**src/hdl/assert_macros.svh**
```systemverilog
// Assertion helpers for the RTL; included by cau_back.
`ifndef ASSERT_MACROS_SVH
`define ASSERT_MACROS_SVH

// Clocked assertion, disabled while reset is high.
`define ASSERT_CLK(lbl, clk, rst, prop, msg) \
  lbl: assert property (@(posedge clk) disable iff (rst) prop) else $error(msg);

// Clocked assertion, also checked during reset.
`define ASSERT_ALWAYS(lbl, clk, prop, msg) \
  lbl: assert property (@(posedge clk) prop) else $error(msg);

`endif

```
**src/hdl/cau_pkg.sv**
```systemverilog
`default_nettype none
package cau_pkg;

  // Raw command codes on the request channel
  localparam logic [2:0] CMD_ADD = 3'd0;
  localparam logic [2:0] CMD_SUB = 3'd1;
  localparam logic [2:0] CMD_MUL = 3'd2;
  localparam logic [2:0] CMD_DIV = 3'd3;
  localparam logic [2:0] CMD_NEG = 3'd4;
  localparam logic [2:0] CMD_EQ  = 3'd5;

  // Decoded operation class
  typedef enum logic [2:0] {
    OP_ADD,
    OP_SUB,
    OP_MUL,
    OP_DIV,
    OP_NEG,
    OP_EQ,
    OP_NOP
  } op_t;

  localparam int PW = 64;  // product / magnitude width
  localparam int RW = 96;  // divider remainder width
  localparam int QW = 32;  // quotient width

  typedef struct packed {
    logic [2:0]         cmd;
    logic signed [31:0] a_real;
    logic signed [31:0] a_imag;
    logic signed [31:0] b_real;
    logic signed [31:0] b_imag;
  } req_t;

  typedef struct packed {
    logic signed [31:0] res_real;
    logic signed [31:0] res_imag;
    logic               is_equal;
    logic               div_zero;
    logic               overflow;
  } rsp_t;

  // Classified item handed from front to back
  typedef struct packed {
    op_t                op;
    logic signed [31:0] ar;
    logic signed [31:0] ai;
    logic signed [31:0] br;
    logic signed [31:0] bi;
  } job_t;

endpackage
`default_nettype wire

```
**src/hdl/cau_fifo.sv**
```systemverilog
`default_nettype none
module cau_fifo #(
  parameter int DEPTH = 2
) (
  input  wire logic          clk,
  input  wire logic          rst,
  input  wire cau_pkg::job_t wr_data,
  input  wire logic          wr_valid,
  output logic               wr_ready,
  output cau_pkg::job_t      rd_data,
  output logic               rd_valid,
  input  wire logic          rd_ready
);

  localparam int AW = (DEPTH > 1) ? $clog2(DEPTH) : 1;
  localparam int CW = $clog2(DEPTH + 1);

  cau_pkg::job_t  mem [DEPTH];
  logic [AW-1:0]  wp;
  logic [AW-1:0]  rp;
  logic [CW-1:0]  count;
  logic           push;
  logic           pop;

  assign wr_ready = (count != CW'(DEPTH));
  assign rd_valid = (count != '0);
  assign rd_data  = mem[rp];
  assign push     = wr_valid && wr_ready;
  assign pop      = rd_valid && rd_ready;

  always_ff @(posedge clk) begin
    if (rst) begin
      wp    <= '0;
      rp    <= '0;
      count <= '0;
    end else begin
      if (push) begin
        wp <= (wp == AW'(DEPTH - 1)) ? '0 : wp + 1'b1;
      end
      if (pop) begin
        rp <= (rp == AW'(DEPTH - 1)) ? '0 : rp + 1'b1;
      end
      count <= count + CW'(push) - CW'(pop);
    end
    if (push) begin
      mem[wp] <= wr_data;
    end
  end

endmodule
`default_nettype wire

```
**config.mk**
```make
export PLATFORM = sky130hd
export DESIGN_NAME = cau_fifo
export DESIGN_NICKNAME = d
export VERILOG_FILES = /design/src/hdl/assert_macros.svh /design/src/hdl/cau_pkg.sv /design/src/hdl/cau_fifo.sv
export SDC_FILE = /design/constraint.sdc
export NUM_CORES = 1
export LEC_CHECK = 0
export BUFFER_PORTS_ARGS = -buffer_cell sky130_fd_sc_hd__buf_2
export CORE_ASPECT_RATIO = 1.2
export CORE_MARGIN = 2
export CORE_UTILIZATION = 50
export CTS_CLUSTER_DIAMETER = 50
export DETAILED_ROUTE_END_ITERATION = 12
export GPL_TIMING_DRIVEN = 0
export PLACE_DENSITY = 0.83
export RECOVER_POWER = 25
export SLEW_MARGIN = 5
export SYNTH_ARGS = -nofsm -noshare
export SYNTH_HDL_FRONTEND = slang
export SYNTH_SLANG_ARGS = --single-unit
```
**constraint.sdc**
```tcl
create_clock -name clk -period 11 [get_ports clk]
set_clock_uncertainty 0.2 [all_clocks]
set_input_delay 1.65 -clock clk [delete_from_list [all_inputs] [get_ports clk]]
set_output_delay 1.65 -clock clk [all_outputs]
set_load 0.05 [all_outputs]
```
After elaboration in Yosys (flattened, before gate mapping) --
Memory sizes are Yosys's and may differ from the RTL's. A register that Yosys moved wholly into a read port is not among the register bits. Index checks and enable logic that the tools add are counted. W data, S select, Z words.
Operators by class: add/subtract/negate cells 4, equal/unequal tests 1, mux-type cells 6, reduce and logical (&&, ||, !) cells 3
Operators by type and width (number):
- $mux W1 | 6
- $add A1 B1 Y1 const B | 2
- $add A2 B1 Y2 | 1
- $logic_and A1 B1 Y1 | 2
- $ne A2 B2 Y1 const B | 1
- $reduce_bool A2 Y1 | 1
- $sub A2 B1 Y2 | 1
Storage, ports and cells: bits in registers 4, RAM bits 262, input port bits 135, output and inout bits 133, word-level logic and storage cells 18, memories 1
Memory list:
- mem | depth 2, bits a word 131, rd ports 1, clocked after Yosys merged registers in 1, wr ports 1, line cau_fifo.sv:18 | cau_pkg::job_t mem [DEPTH];

Longest topological paths before layout --
depth after elaboration 4, mapped depth 6, gate-level depth less buffers 6

Worst setup path after synthesis --
Ideal clock, no wire load.
kind input to register, from input wr_valid, to memory mem[1][0] (netlist name), enable pin, setup time 507 ps, data arrival time 4714 ps, required time 10293 ps, path slack 5579 ps, stages on the path 1, path buffers 0, path through and3_1
Between the ends: longest elaborated chain between the ends 3
Ends and longest elaborated chain:
- start, declared | line cau_fifo.sv:8 | input wire logic wr_valid,
- $logic_and A1 B1 Y1 | line cau_fifo.sv:28 | assign push = wr_valid && wr_ready;
- $mux W1 | line cau_fifo.sv:45 | if (push) begin
- $mux W1 (not written as such) | line cau_fifo.sv:46 | mem[wp] <= wr_data;
- end, declared | line cau_fifo.sv:18
Every way passes these cells.

==> qor.csv <==
metric,value,unit
dieArea,0.0213,mm2
area.growth.synth_to_final,24.7,%
ctsRootBufferMaster,clkbuf_16,
worst_ep_arrival_time,1.86,ns
antenna_found_initial,1,
netlist_area,0.0101,mm2
worst_path_largest_cell_delay,0.32,ns
h-tree-depth,1,
worst_pin_slew,0.484,ns
grt_pass1_wl,28.7,mm
dr.pass1.iters,4,
grt-ovfl-total,0,
mostFrequentLayoutCell,edfxtp_1,
start_util,51.2,%
vdd_ir_drop_max,0.191,mV
finalNetCount,870,
slew_violations,0,
combPwrFrac,32.3,%
p_sw,1040,uW
cts_hold_buf,0,
grt_max_degree,84,
ys_seq_area_share,79.0,%
final_hold_viol_count,0,
cts_tree,built,
reg2reg_depth,4,
hold_slack,0.320,ns
drt-initial-drc-count,231,
async_flop_share,0,%
clk_latency,0.51,ns
power,3090,uW
drive_gt1_share,55.4,%
track_usage,17.1,%
cp_common_cell,buf_6,
coreArea,0.0197,mm2
post-route-util,63.9,%
reg2reg_to,mem[0][65],
cts-buffers-inserted,25,
path_cells,"buf_6, buf_8, buf_6, mux2_4, buf_2",
drc_errors,0,
hp-class,reg2reg,
internal-power,2040,uW
port_buffers,267,
clock_power_share,26.7,%
max_freq,0.270,GHz
min_period,3.71,ns
power.share.sequential,41.0,%
clk_pin_slew,0.06,ns
powerDensity,245,mW/mm2
r2r_slack,8.69,ns
slew-limit-headroom,67.8,%
p_leak,0.00481,uW
postCtsSetupBuffers,0,
ys_warn_count,0,
cts_resized,0,
drtAntennaViolNets,0,
timing.setup.tns,0,ns
syn_area_per_cell,23.1,um2
num_vias,5037,
switching_share,33.8,%
crit_path_max_fanout,10,
num_antenna_cells,0,
min_from,rp,
clockBufferDepth,3,
clock_sinks,267,
row_count,56,
min_path_cells,2,
boundaryPins,268,
period_share,33.7,%
ys_ff_latch,267,
rsz0062_at_grt,no,
slowest_stage,dfxtp_1,
vias_per_cell,4.98,
routabilityCongestion,0.699,
detail_route.wl_per_cell,18.4,um
start_kind,register,
syn_inst,437,
crit_type,reg2out,
maxCapViolCount,0,
die_x,134,um
required,9.15,ns
synth_edf_count,262,
grt_pass1_vias,5549,
syn_nets,573,
r2r_start,count[0],
totalWireLength,18.7,mm
final_cell_mix,"262 x edfxtp_1, 236 x buf_2, 90 x mux2_4",
dieHeight,160,um
synth.distinct_cells,24,
cp-end-kind,output port,
setup_viol,0,
status,"finished, final reports clean",
ys.flop_type,edfxtp_1,
dp_hpwl,13.0,mm
power groups by stage:
stage	Clock (uW)	Combinational (uW)	Sequential [uW]
floorplan	0	809	1290
global placement	0	981	1300
detailed placement	0	1010	1290
CTS	847	1010	1270
global route	882	1040	1270
finish	825	997	1270
cell usage after synthesis, types with 2 or more instances:
cell	instances	area, um2
edfxtp_1	262	7870
nor2_1	5	18.8
o21ai_0	2	10.0
buf_2	4	20.0
dfxtp_1	5	100
mux2_4	90	1350
nor2b_1	3	18.8
buf_6	10	113
mux2_2	41	462
logic make-up after synthesis:
logic type / count (synthesis) / share of synthesized area (%)
AO/OA/AOI/OAI: 7 / 0.509
XOR/XNOR: 1 / 0.0869
adder cells (fa/ha/maj): 1 / 0.124
buffers and inverters: 16 / 1.50
flip-flops: 267 / 79.0
multiplexers: 132 / 18.1
AND/OR/NAND/NOR: 13 / 0.683
final cells by class:
cell class              count  area [um2]
plain buffers              15         148
clock buffers              34         659
clock inverters            10         124
fillers                  1370        7110
inverters                   1        8.76
multi-input cells         154        1970
flip-flops and latches    267        7970
well taps                 261         327
repair buffers            270        1380
state kept, by name, indices dropped and copies added (netlist names), named ones only:
name / count
rp: 1
mem: 262
wp: 1
count: 2
worst max-delay path, delay by kind of cell (launching register included):
family	cells	cell delay (ns)
DFF	1	0.32
buffers and inverters	4	0.72
muxes	1	0.31
metrics by stage:
step	std cells	cell area (um2)	setup slack, ns
after floorplan	437	10100	5.58
after global placement	965	11700	4.12
after detailed placement	968	11800	7.53
after CTS	1012	12600	7.24
after global routing	1012	12600	7.20
final	1012	12600	7.29
worst max-delay path by stage:
stage                  start  depth (start not counted)     endpoint  slack, ns
floorplan           wr_valid                          1    mem[1][0]       5.58
global placement    wr_valid                          2   mem[1][60]       4.12
detailed placement  wr_valid                          4   mem[0][59]       7.53
CTS                 register                          5  rd_data[53]       7.24
global route        register                          5  rd_data[53]       7.20
finish              register                          5  rd_data[86]       7.29
per-layer routing:
layer / share of wire [%] / vias to the layer above / track usage, %
met5: 0.070 / - / 0
met4: 2.0 / 2 / 5.37
met3: 7.4 / 36 / 4.90
met2: 53 / 198 / 31.1
met1: 37 / 2473 / 19.3
li1: - / 2328 / -
No activity file was read; power rests on OpenSTA's default activity.
