<file path="config.mk">
export PLATFORM = sky130hd
export DESIGN_NAME = cau_front
export DESIGN_NICKNAME = d
export VERILOG_FILES = /design/src/hdl/assert_macros.svh /design/src/hdl/cau_pkg.sv /design/src/hdl/cau_front.sv
export SDC_FILE = /design/constraint.sdc
export NUM_CORES = 1
export LEC_CHECK = 0
export ABC_AREA = 1
export BUFFER_PORTS_ARGS = -buffer_cell sky130_fd_sc_hd__buf_4
export CELL_PAD_IN_SITES_DETAIL_PLACEMENT = 1
export CELL_PAD_IN_SITES_GLOBAL_PLACEMENT = 1
export CORE_MARGIN = 2
export CORE_UTILIZATION = 33
export DETAILED_ROUTE_END_ITERATION = 10
export GPL_TIMING_DRIVEN = 1
export PLACE_DENSITY_LB_ADDON = 0.1
export SLEW_MARGIN = 20
export SYNTH_ARGS = -nofsm -noshare
export SYNTH_HDL_FRONTEND = slang
export SYNTH_SLANG_ARGS = --single-unit
</file>
<file path="constraint.sdc">
create_clock -name clk -period 12.78 [get_ports clk]
set_input_delay 3.195 -clock clk [delete_from_list [all_inputs] [get_ports clk]]
set_output_delay 3.195 -clock clk [all_outputs]
set_load 0.02 [all_outputs]
</file>
<file path="src/hdl/assert_macros.svh">
// Assertion helpers for the RTL; included by cau_back.
`ifndef ASSERT_MACROS_SVH
`define ASSERT_MACROS_SVH

// Clocked assertion, disabled while reset is high.
`define ASSERT_CLK(lbl, clk, rst, prop, msg) \
  lbl: assert property (@(posedge clk) disable iff (rst) prop) else $error(msg);

// Clocked assertion, also checked during reset.
`define ASSERT_ALWAYS(lbl, clk, prop, msg) \
  lbl: assert property (@(posedge clk) prop) else $error(msg);

`endif

</file>
<file path="src/hdl/cau_pkg.sv">
`default_nettype none
package cau_pkg;

  // Raw command codes on the request channel
  localparam logic [2:0] CMD_ADD = 3'd0;
  localparam logic [2:0] CMD_SUB = 3'd1;
  localparam logic [2:0] CMD_MUL = 3'd2;
  localparam logic [2:0] CMD_DIV = 3'd3;
  localparam logic [2:0] CMD_NEG = 3'd4;
  localparam logic [2:0] CMD_EQ  = 3'd5;

  // Decoded operation class
  typedef enum logic [2:0] {
    OP_ADD,
    OP_SUB,
    OP_MUL,
    OP_DIV,
    OP_NEG,
    OP_EQ,
    OP_NOP
  } op_t;

  localparam int PW = 64;  // product / magnitude width
  localparam int RW = 96;  // divider remainder width
  localparam int QW = 32;  // quotient width

  typedef struct packed {
    logic [2:0]         cmd;
    logic signed [31:0] a_real;
    logic signed [31:0] a_imag;
    logic signed [31:0] b_real;
    logic signed [31:0] b_imag;
  } req_t;

  typedef struct packed {
    logic signed [31:0] res_real;
    logic signed [31:0] res_imag;
    logic               is_equal;
    logic               div_zero;
    logic               overflow;
  } rsp_t;

  // Classified item handed from front to back
  typedef struct packed {
    op_t                op;
    logic signed [31:0] ar;
    logic signed [31:0] ai;
    logic signed [31:0] br;
    logic signed [31:0] bi;
  } job_t;

endpackage
`default_nettype wire

</file>
<file path="src/hdl/cau_front.sv">
`default_nettype none
module cau_front #(
  parameter int WORD_BITS = 32
) (
  input  wire logic          clk,
  input  wire logic          rst,
  input  wire cau_pkg::req_t req,
  input  wire logic          req_valid,
  output logic               req_ready,
  output cau_pkg::job_t      job,
  output logic               job_valid,
  input  wire logic          job_ready
);

  cau_pkg::op_t op_dec;

  // keep the low WORD_BITS bits, sign-extended
  function automatic logic signed [31:0] sext(input logic [31:0] x);
    logic signed [31:0] t;
    t = x << (32 - WORD_BITS);
    return t >>> (32 - WORD_BITS);
  endfunction

  always_comb begin
    unique case (req.cmd)
      cau_pkg::CMD_ADD: op_dec = cau_pkg::OP_ADD;
      cau_pkg::CMD_SUB: op_dec = cau_pkg::OP_SUB;
      cau_pkg::CMD_MUL: op_dec = cau_pkg::OP_MUL;
      cau_pkg::CMD_DIV: op_dec = cau_pkg::OP_DIV;
      cau_pkg::CMD_NEG: op_dec = cau_pkg::OP_NEG;
      cau_pkg::CMD_EQ:  op_dec = cau_pkg::OP_EQ;
      default:          op_dec = cau_pkg::OP_NOP;
    endcase
  end

  assign req_ready = !job_valid || job_ready;

  always_ff @(posedge clk) begin
    if (rst) begin
      job_valid <= 1'b0;
    end else if (req_ready) begin
      job_valid <= req_valid;
    end
    if (req_ready && req_valid) begin
      job.op <= op_dec;
      job.ar <= sext(req.a_real);
      job.ai <= sext(req.a_imag);
      job.br <= sext(req.b_real);
      job.bi <= sext(req.b_imag);
    end
  end

endmodule
`default_nettype wire

</file>
* After elaboration in Yosys (flattened, before gate mapping)
Cells that the tools add are included.
Word-level totals: output and inout bits 133, word-level logic and storage cells 16, bits in registers 132
Cells by class: eq/ne operators 5, mux-type cells 1, reduce and logical (&&, ||, !) cells 4
Operators by type and width (count):
- one-hot mux 3 bit (6 select lines) | 1
- == test 3 x 2 -> 1 bit (second input constant) | 2
- == test 3 bit (second input constant) | 2
- == test 3 x 1 -> 1 bit (second input constant) | 1
- logical NOT 3 bit | 1
- logical AND 1 bit | 1
- logical NOT 1 bit | 1
- logical OR 1 bit | 1

* Longest topological paths before layout
Gate-level depths: netlist of the first run.
word-level depth 3, gate-level depth with buffers 3, gate-level depth less buffers 3

* Worst setup path before layout of the first run
No wires, ideal clock.
path type input port to flip-flop, from input req_valid, to register job[0] in the netlist's numbering, enable pin, path buffers 0, arrival 9.562 ns, stages on the path 2, slack 2.553 ns, cell sequence inv_1 -> a21oi_1
On the way: cells in the longest elaborated chain, start to end 1
RTL lines:
- from (decl) | RTL line cau_front.sv:8 | input wire logic req_valid,
- logical AND 1 bit | RTL line cau_front.sv:44 | if (req_ready && req_valid) begin
- to (decl) | RTL line cau_front.sv:10 | output cau_pkg::job_t job,
No other way between the ends. A chain may end at the register's enable or synchronous reset.

* Worst setup path after layout of the first run
from input job_ready, to output req_ready
On the way: cells in the longest elaborated chain, start to end 1
RTL lines:
- from (decl) | RTL line cau_front.sv:12 | input wire logic job_ready
- logical OR 1 bit | RTL line cau_front.sv:36 | assign req_ready = !job_valid || job_ready;
- to (decl) | RTL line cau_front.sv:9 | output logic req_ready,
No other way between the ends.

==> results of run 1 <==
==> power by group through the flow <==
stage / Combinational [mW] / Clock (mW) / Sequential (mW)
floorplan: 0.00844 / 0 / 0.561
global placement: 0.112 / 0 / 0.522
detailed placement: 0.114 / 0 / 0.523
CTS: 0.114 / 0.542 / 0.515
global route: 0.119 / 0.557 / 0.517
finish: 0.113 / 0.530 / 0.514
==> cell families (layout without fill, tap and decap cells) <==
| logic type | after synthesis | count (layout) | synth area share |
|---|---|---|---|
| buffers and inverters | 4 | 303 | 0.00376 |
| AO/OA/AOI/OAI | 3 | 3 | 0.00532 |
| flip-flops | 132 | 132 | 0.989 |
| AND/OR/NAND/NOR | 1 | 1 | 0.00157 |
==> area by class of cell <==
type                       count  share of cell area
sequential                   132               0.577
timing repair buffer         269               0.295
clock buffer                  18              0.0627
clock inverter                14              0.0312
tap                          147              0.0269
multi-input combinational      4             0.00567
inverter                       2             0.00110
==> synth_stat cells (all sizes together) <==
master / count
a21boi: 1
a21oi: 2
clkbuf: 2
dfxtp: 1
edfxtp: 131
inv: 2
nand2: 1
==> per-layer routing <==
metal,global-route usage,vias up,routed length [µm]
li1,-,1136,-
met1,0.148,1188,3360
met2,0.271,160,5550
met3,0.0882,19,1210
met4,0.0911,0,291
met5,0,-,0
==> worst paths after layout <==
path | startpoint | end | slack (ps)
worst max register to register | job_valid$_SDFFE_PP0N_ | job[116]$_DFFE_PP_ | 10380
worst min register to register | job_valid$_SDFFE_PP0N_ | job_valid$_SDFFE_PP0N_ | 550
worst min-delay path | job_valid$_SDFFE_PP0N_ | job_valid$_SDFFE_PP0N_ | 550
worst max-delay path | job_ready | req_ready | 5980
==> tightest hold or removal path: cells and delay by family (launching register included) <==
kind | cells | cell delay, ps
flip-flops | 1 | 360
AND/OR/NAND/NOR | 1 | 110
AO/OA/AOI/OAI | 1 | 50
==> stage by stage <==
stage	instances	setup WS, ps
6_report	586	5980
3_3_place_gp	554	5990
3_5_place_dp	554	5980
5_1_grt	586	5960
2_1_floorplan	140	2550
4_1_cts	586	5970
==> registers in the layout (all words and copies together), names as in the netlist <==
name and flops:
job_valid 1, job 131
==> results by group, run 1 <==
Status
  – Status: completed

Critical path
  – CP delay by family, top: buffers and inverters
  – Crit path kind: in2out
  – CP arrival: 3610 ps
  – Slowest stage cell, crit path: buf_4
  – CP Capture Type: output pin
  – Crit-path cells: buf_4 -> inv_2 -> nand2_2 -> buf_4
  – Worst path depth: 4
  – Max incr delay on CP: 160 ps
  – Worst Path Buf+Inv: 3
  – Critical Path RT: 9590 ps
  – CP dominant cell by count: buf_4
  – Reg2Reg Depth: 3
  – CP max FO: 2
  – CP startpoint kind: input pin

Placed design
  – Final GP Congestion: 0.741
  – Post-DP Area: 6200 µm²
  – Quantity of I/O buffers inserted on ports: 267
  – DP Wirelength: 7710 µm

Die
  – # IOs: 268
  – Starting density of the core: 0.336
  – Die width: 114 µm
  – DIE HEIGHT: 114 µm
  – Core area: between 10000 and 15000 µm²
  – Cell row count: 40
  – Die area: between 10000 and 15000 µm²

Routing
  – Initial DRC count: 144
  – Drt drc: 0
  – DR WL/cell: 17.8 µm
  – Routed vias/inst: 4.27
  – 1st-pass router iterations: 6
  – Final wirelength: between 10000 and 15000 µm
  – Via Count: 2503
  – Routed Antenna Nets: 0

Synth
  – Mean Syn Cell Area: roughly 29 µm²
  – Post-synthesis cell type with the largest combined area: edfxtp_1
  – Synth top area cells: edfxtp_1 98%, dfxtp_1 0.50%, a21oi_2 0.22%, a21boi_0 0.19%, clkbuf_1 0.19%
  – Synth Cell Area: ~4000 µm²
  – Count of cell types in the netlist: 9
  – Yosys top cell area share: 0.984
  – Post-synthesis sequential area ratio: 0.989
  – Flops & latches, synth: between 100 and 150
  – Syn nets: 275
  – Synth Warn #: 0
  – Mapped Cells: 140

Global route
  – GR Util All Layers: 0.159
  – Vias in the first global route: 2640
  – First-pass GRT wire length: approximately 15000 µm
  – Antenna violations before repair: 0
  – Overflow after GRT: 0
  – Largest net degree at the start of global routing: 77

Timing
  – Final Skew: 4.21 ps
  – Final TNS setup: 0 ps
  – Fin crit period: 6800 ps
  – Relative slew slack: 0.344
  – Crit share post-route: 0.532
  – Fmax: 147 MHz
  – Final setup vio count: 0
  – Hold_ws: 551 ps
  – Actual slew at the worst max-slew pin: about 980 ps
  – Hold Vio Cnt, Final: 0
  – Max-slew violations: 0
  – RSZ-0062 raised after global routing: no

Power and ir drop
  – Overall Power: 1.16 mW
  – Peak supply drop: between 100 and 150 µV
  – Sequential power share: 0.445
  – Psw: 0.234 mW
  – LEAKAGE: just under 3 nW
  – Pwr dens: 169 nW/µm²
  – Comb power frac: 0.097
  – Net Sw Frac: 0.202
  – Int Pwr: between 0.9 and 1 mW
  – Clock share of power: 0.458

Final layout
  – Post-route design area: 6850 µm²
  – Register area: 3950 µm²
  – Final core utilization: 0.575
  – P&R area growth vs syn: 71.3%
  – Most frequent cells in the layout: 269 x buf_4, 131 x edfxtp_1, 17 x clkbuf_16
  – Multi-input gate area: 38.8 µm²
  – Nets@finish: between 500 and 600
  – # fillers: between 1000 and 1500
  – Ratio of cells with drive above 1 in the final layout: 0.681
  – Most common cell after layout, fill and taps aside: buf_4
  – Antenna cell count: 0

Clock network
  – Clock buffer depth: 2
  – Post-CTS Setup Bufs: 0
  – CTS clk-pin slew, worst paths: 50 ps
  – Root buf cell: clkbuf_16
  – H-tree levels: 4
  – Worst-Skew Late Latency: 410 ps
  – # hold bufs at CTS: 0
  – Clk sinks: 132
  – CTS tree: done
  – Post_cts resized: 0
  – CTS Buf Count: 17

Worst hold path
  – Hold path cells: 2
  – Tightest Hold Check Type: reg2reg

Flow run
  – Max-Cap Viols: 0
No activity file was read; power rests on OpenSTA's default activity.
==> run 2: changes to the inputs <==
--- a/config.mk
+++ b/config.mk
@@ -10,7 +10,7 @@
 export CELL_PAD_IN_SITES_DETAIL_PLACEMENT = 1
 export CELL_PAD_IN_SITES_GLOBAL_PLACEMENT = 1
 export CORE_MARGIN = 2
-export CORE_UTILIZATION = 33
+export CORE_UTILIZATION = 29
 export DETAILED_ROUTE_END_ITERATION = 10
 export GPL_TIMING_DRIVEN = 1
 export PLACE_DENSITY_LB_ADDON = 0.1
==> constraint.sdc (replaced) <==
create_clock -name clk -period 5.7 [get_ports clk]
set_input_delay 1.425 -clock clk [delete_from_list [all_inputs] [get_ports clk]]
set_output_delay 1.425 -clock clk [all_outputs]
set_load 0.02 [all_outputs]
==> results by group, run 2 (same netlist as run 1, synthesis figures left out) <==
Final layout
  – Most frequent cells in the layout: 267 x buf_4, 131 x edfxtp_1, 17 x clkbuf_16
  – Top flop regs: job (131), job_valid (1)
  – Final Non-Filler Cells: 612 (+4.4%)
  – Nets@finish: 560 (-0.18%)
  – Most flops, register: job
  – Final core utilization: 0.506 (-0.0691)
  – P&R area growth vs syn: 68.9%
  – Antenna cell count: 0 (unchanged)
  – Post-route design area: 6750 µm² (-1.4%)
  – Largest register FFs: 131 (unchanged)
  – Most common cell after layout, fill and taps aside: buf_4
  – Ratio of cells with drive above 1 in the final layout: 0.674 (-0.00678)

Routing
  – Routed vias/inst: 4.07 (-4.7%)
  – DR WL/cell: 17.0 µm (-4.2%)
  – 1st-pass router iterations: 4 (-2)
  – Final wirelength: 10400 µm (about the same)
  – Via Count: 2490 (-0.52%)
  – Routed Antenna Nets: 0 (unchanged)
  – Initial DRC count: 135 (-6.3%)
  – Drt drc: 0 (unchanged)

Timing
  – Fin crit period: 3250 ps
  – Relative slew slack: 0.519 (+0.174)
  – Max-slew violations: 0 (unchanged)
  – Crit share post-route: 0.571
  – Final setup vio count: 0 (unchanged)
  – Final TNS setup: 0 ps (unchanged)
  – Setup ws final: 2450 ps (-3530 ps)
  – Final Skew: 4.42 ps (+0.214 ps)
  – Hold Vio Cnt, Final: 0 (unchanged)
  – Fmax: around 310 MHz
  – RSZ-0062 raised after global routing: no
  – Actual slew at the worst max-slew pin: 722 ps (-262 ps)
  – Hold_ws: 541 ps (-9.35 ps)

Power and ir drop
  – Psw: 0.506 mW (+120%)
  – Sequential power share: 0.490 (+0.045)
  – Net Sw Frac: 0.215 (+0.0132)
  – Peak supply drop: 174 µV (+58%)
  – Int Pwr: 1.85 mW (+100%)
  – Comb power frac: 0.108 (+0.011)
  – Pwr dens: 348 nW/µm² (+110%)
  – LEAKAGE: 2.84 nW (-2.3%)
  – Overall Power: 2.35 mW (+100%)
  – Clock share of power: 0.402 (-0.056)

Critical path
  – Reg2Reg Launch Point: job_valid$_SDFFE_PP0N_
  – CP arrival: 1830 ps (-1780 ps)
  – CP Capture Type: output pin
  – CP startpoint kind: input pin
  – Critical Path RT: 4280 ps (-5310 ps)
  – CP max FO: 2 (unchanged)
  – CP Launch Point: job_ready
  – Crit path kind: in2out

Placed design
  – Final GP Congestion: 0.704 (-4.9%)
  – DP Wirelength: 7730 µm (+0.36%)
  – Pre-CTS setup slack: 2450 ps (-3530 ps)
  – Quantity of I/O buffers inserted on ports: 267 (unchanged)
  – Post-DP Area: 6240 µm² (+0.67%)
  – Dpl cells: 582 (+5.1%)

Die
  – Die width: 121 µm (+6.4%)
  – Core area: 13300 µm² (+12%)
  – DIE HEIGHT: 121 µm (+6.4%)
  – Starting density of the core: 0.299 (-0.0361)
  – Cell row count: 42 (+5.0%)
  – # IOs: 268 (unchanged)
  – Die area: 14700 µm² (+13%)

Global route
  – Antenna violations before repair: 0 (unchanged)
  – Largest net degree at the start of global routing: 132 (+71%)
  – Vias in the first global route: 2634 (-0.23%)
  – GR Util All Layers: 0.141 (-0.0171)
  – First-pass GRT wire length: 14900 µm (+1.9%)
  – Overflow after GRT: 0 (unchanged)

Clock network
  – Clock buffer depth: 2 (unchanged)
  – Worst-Skew Late Latency: 410 ps (about the same)
  – Post-CTS Setup Bufs: 0 (unchanged)
  – Clk sinks: 132 (unchanged)
  – Root buf cell: clkbuf_16
  – H-tree levels: 4 (unchanged)
  – CTS tree: done
  – CTS clk-pin slew, worst paths: 50 ps (about the same)
  – CTS Buf Count: 17 (unchanged)
  – Post_cts resized: 0 (unchanged)
  – # hold bufs at CTS: 0 (unchanged)

Worst hold path
  – Tightest Hold Check Type: reg2reg
  – Hold path start: job_valid$_SDFFE_PP0N_

Flow run
  – Max-Cap Viols: 0 (unchanged)

Status
  – Status: completed
==> run 2: worst max-delay path: stages <==
cell     delay [ps]
buf_4           110
inv_2            70
nand2_2          60
buf_4           160
==> run 2: final cells by class <==
cell class,count,area [µm²]
Timing Repair Buffer,268,2020
Clock buffer,21,440
Tap cell,176,220
Sequential cell,132,3950
Fill cell,1311,6600
Multi-Input combinational cell,4,38.8
Clock inverter,9,65.1
Inverter,2,7.51
==> run 2: path summary, 6_finish.rpt <==
kind / endpoint / slack (ps) / depth (start not counted)
setup / recovery: req_ready / 2450 / 4
hold / removal: job_valid$_SDFFE_PP0N_ / 540 / 2
setup reg to reg: job[77]$_DFFE_PP_ / 4140 / 2
hold reg to reg: job_valid$_SDFFE_PP0N_ / 540 / 2
==> run 2: power by group through the flow <==
| stage | Combinational, mW | Clock [mW] | Sequential (mW) |
|---|---|---|---|
| after global routing | 0.268 | 1.01 | 1.16 |
| after CTS | 0.258 | 0.973 | 1.15 |
| after floorplan | 0.0197 | 0 | 1.25 |
| after global placement | 0.255 | 0 | 1.17 |
| final | 0.253 | 0.945 | 1.15 |
| after detailed placement | 0.258 | 0 | 1.17 |
==> run 2: per-layer routing <==
layer | vias to the layer above | global-route usage | part of all wire | wire length, µm
met5 | - | 0 | 0 | 0
met4 | 0 | 0.0740 | 0.021 | 215
met3 | 15 | 0.0724 | 0.11 | 1200
met2 | 142 | 0.248 | 0.55 | 5760
met1 | 1198 | 0.134 | 0.31 | 3250
li1 | 1135 | - | - | -
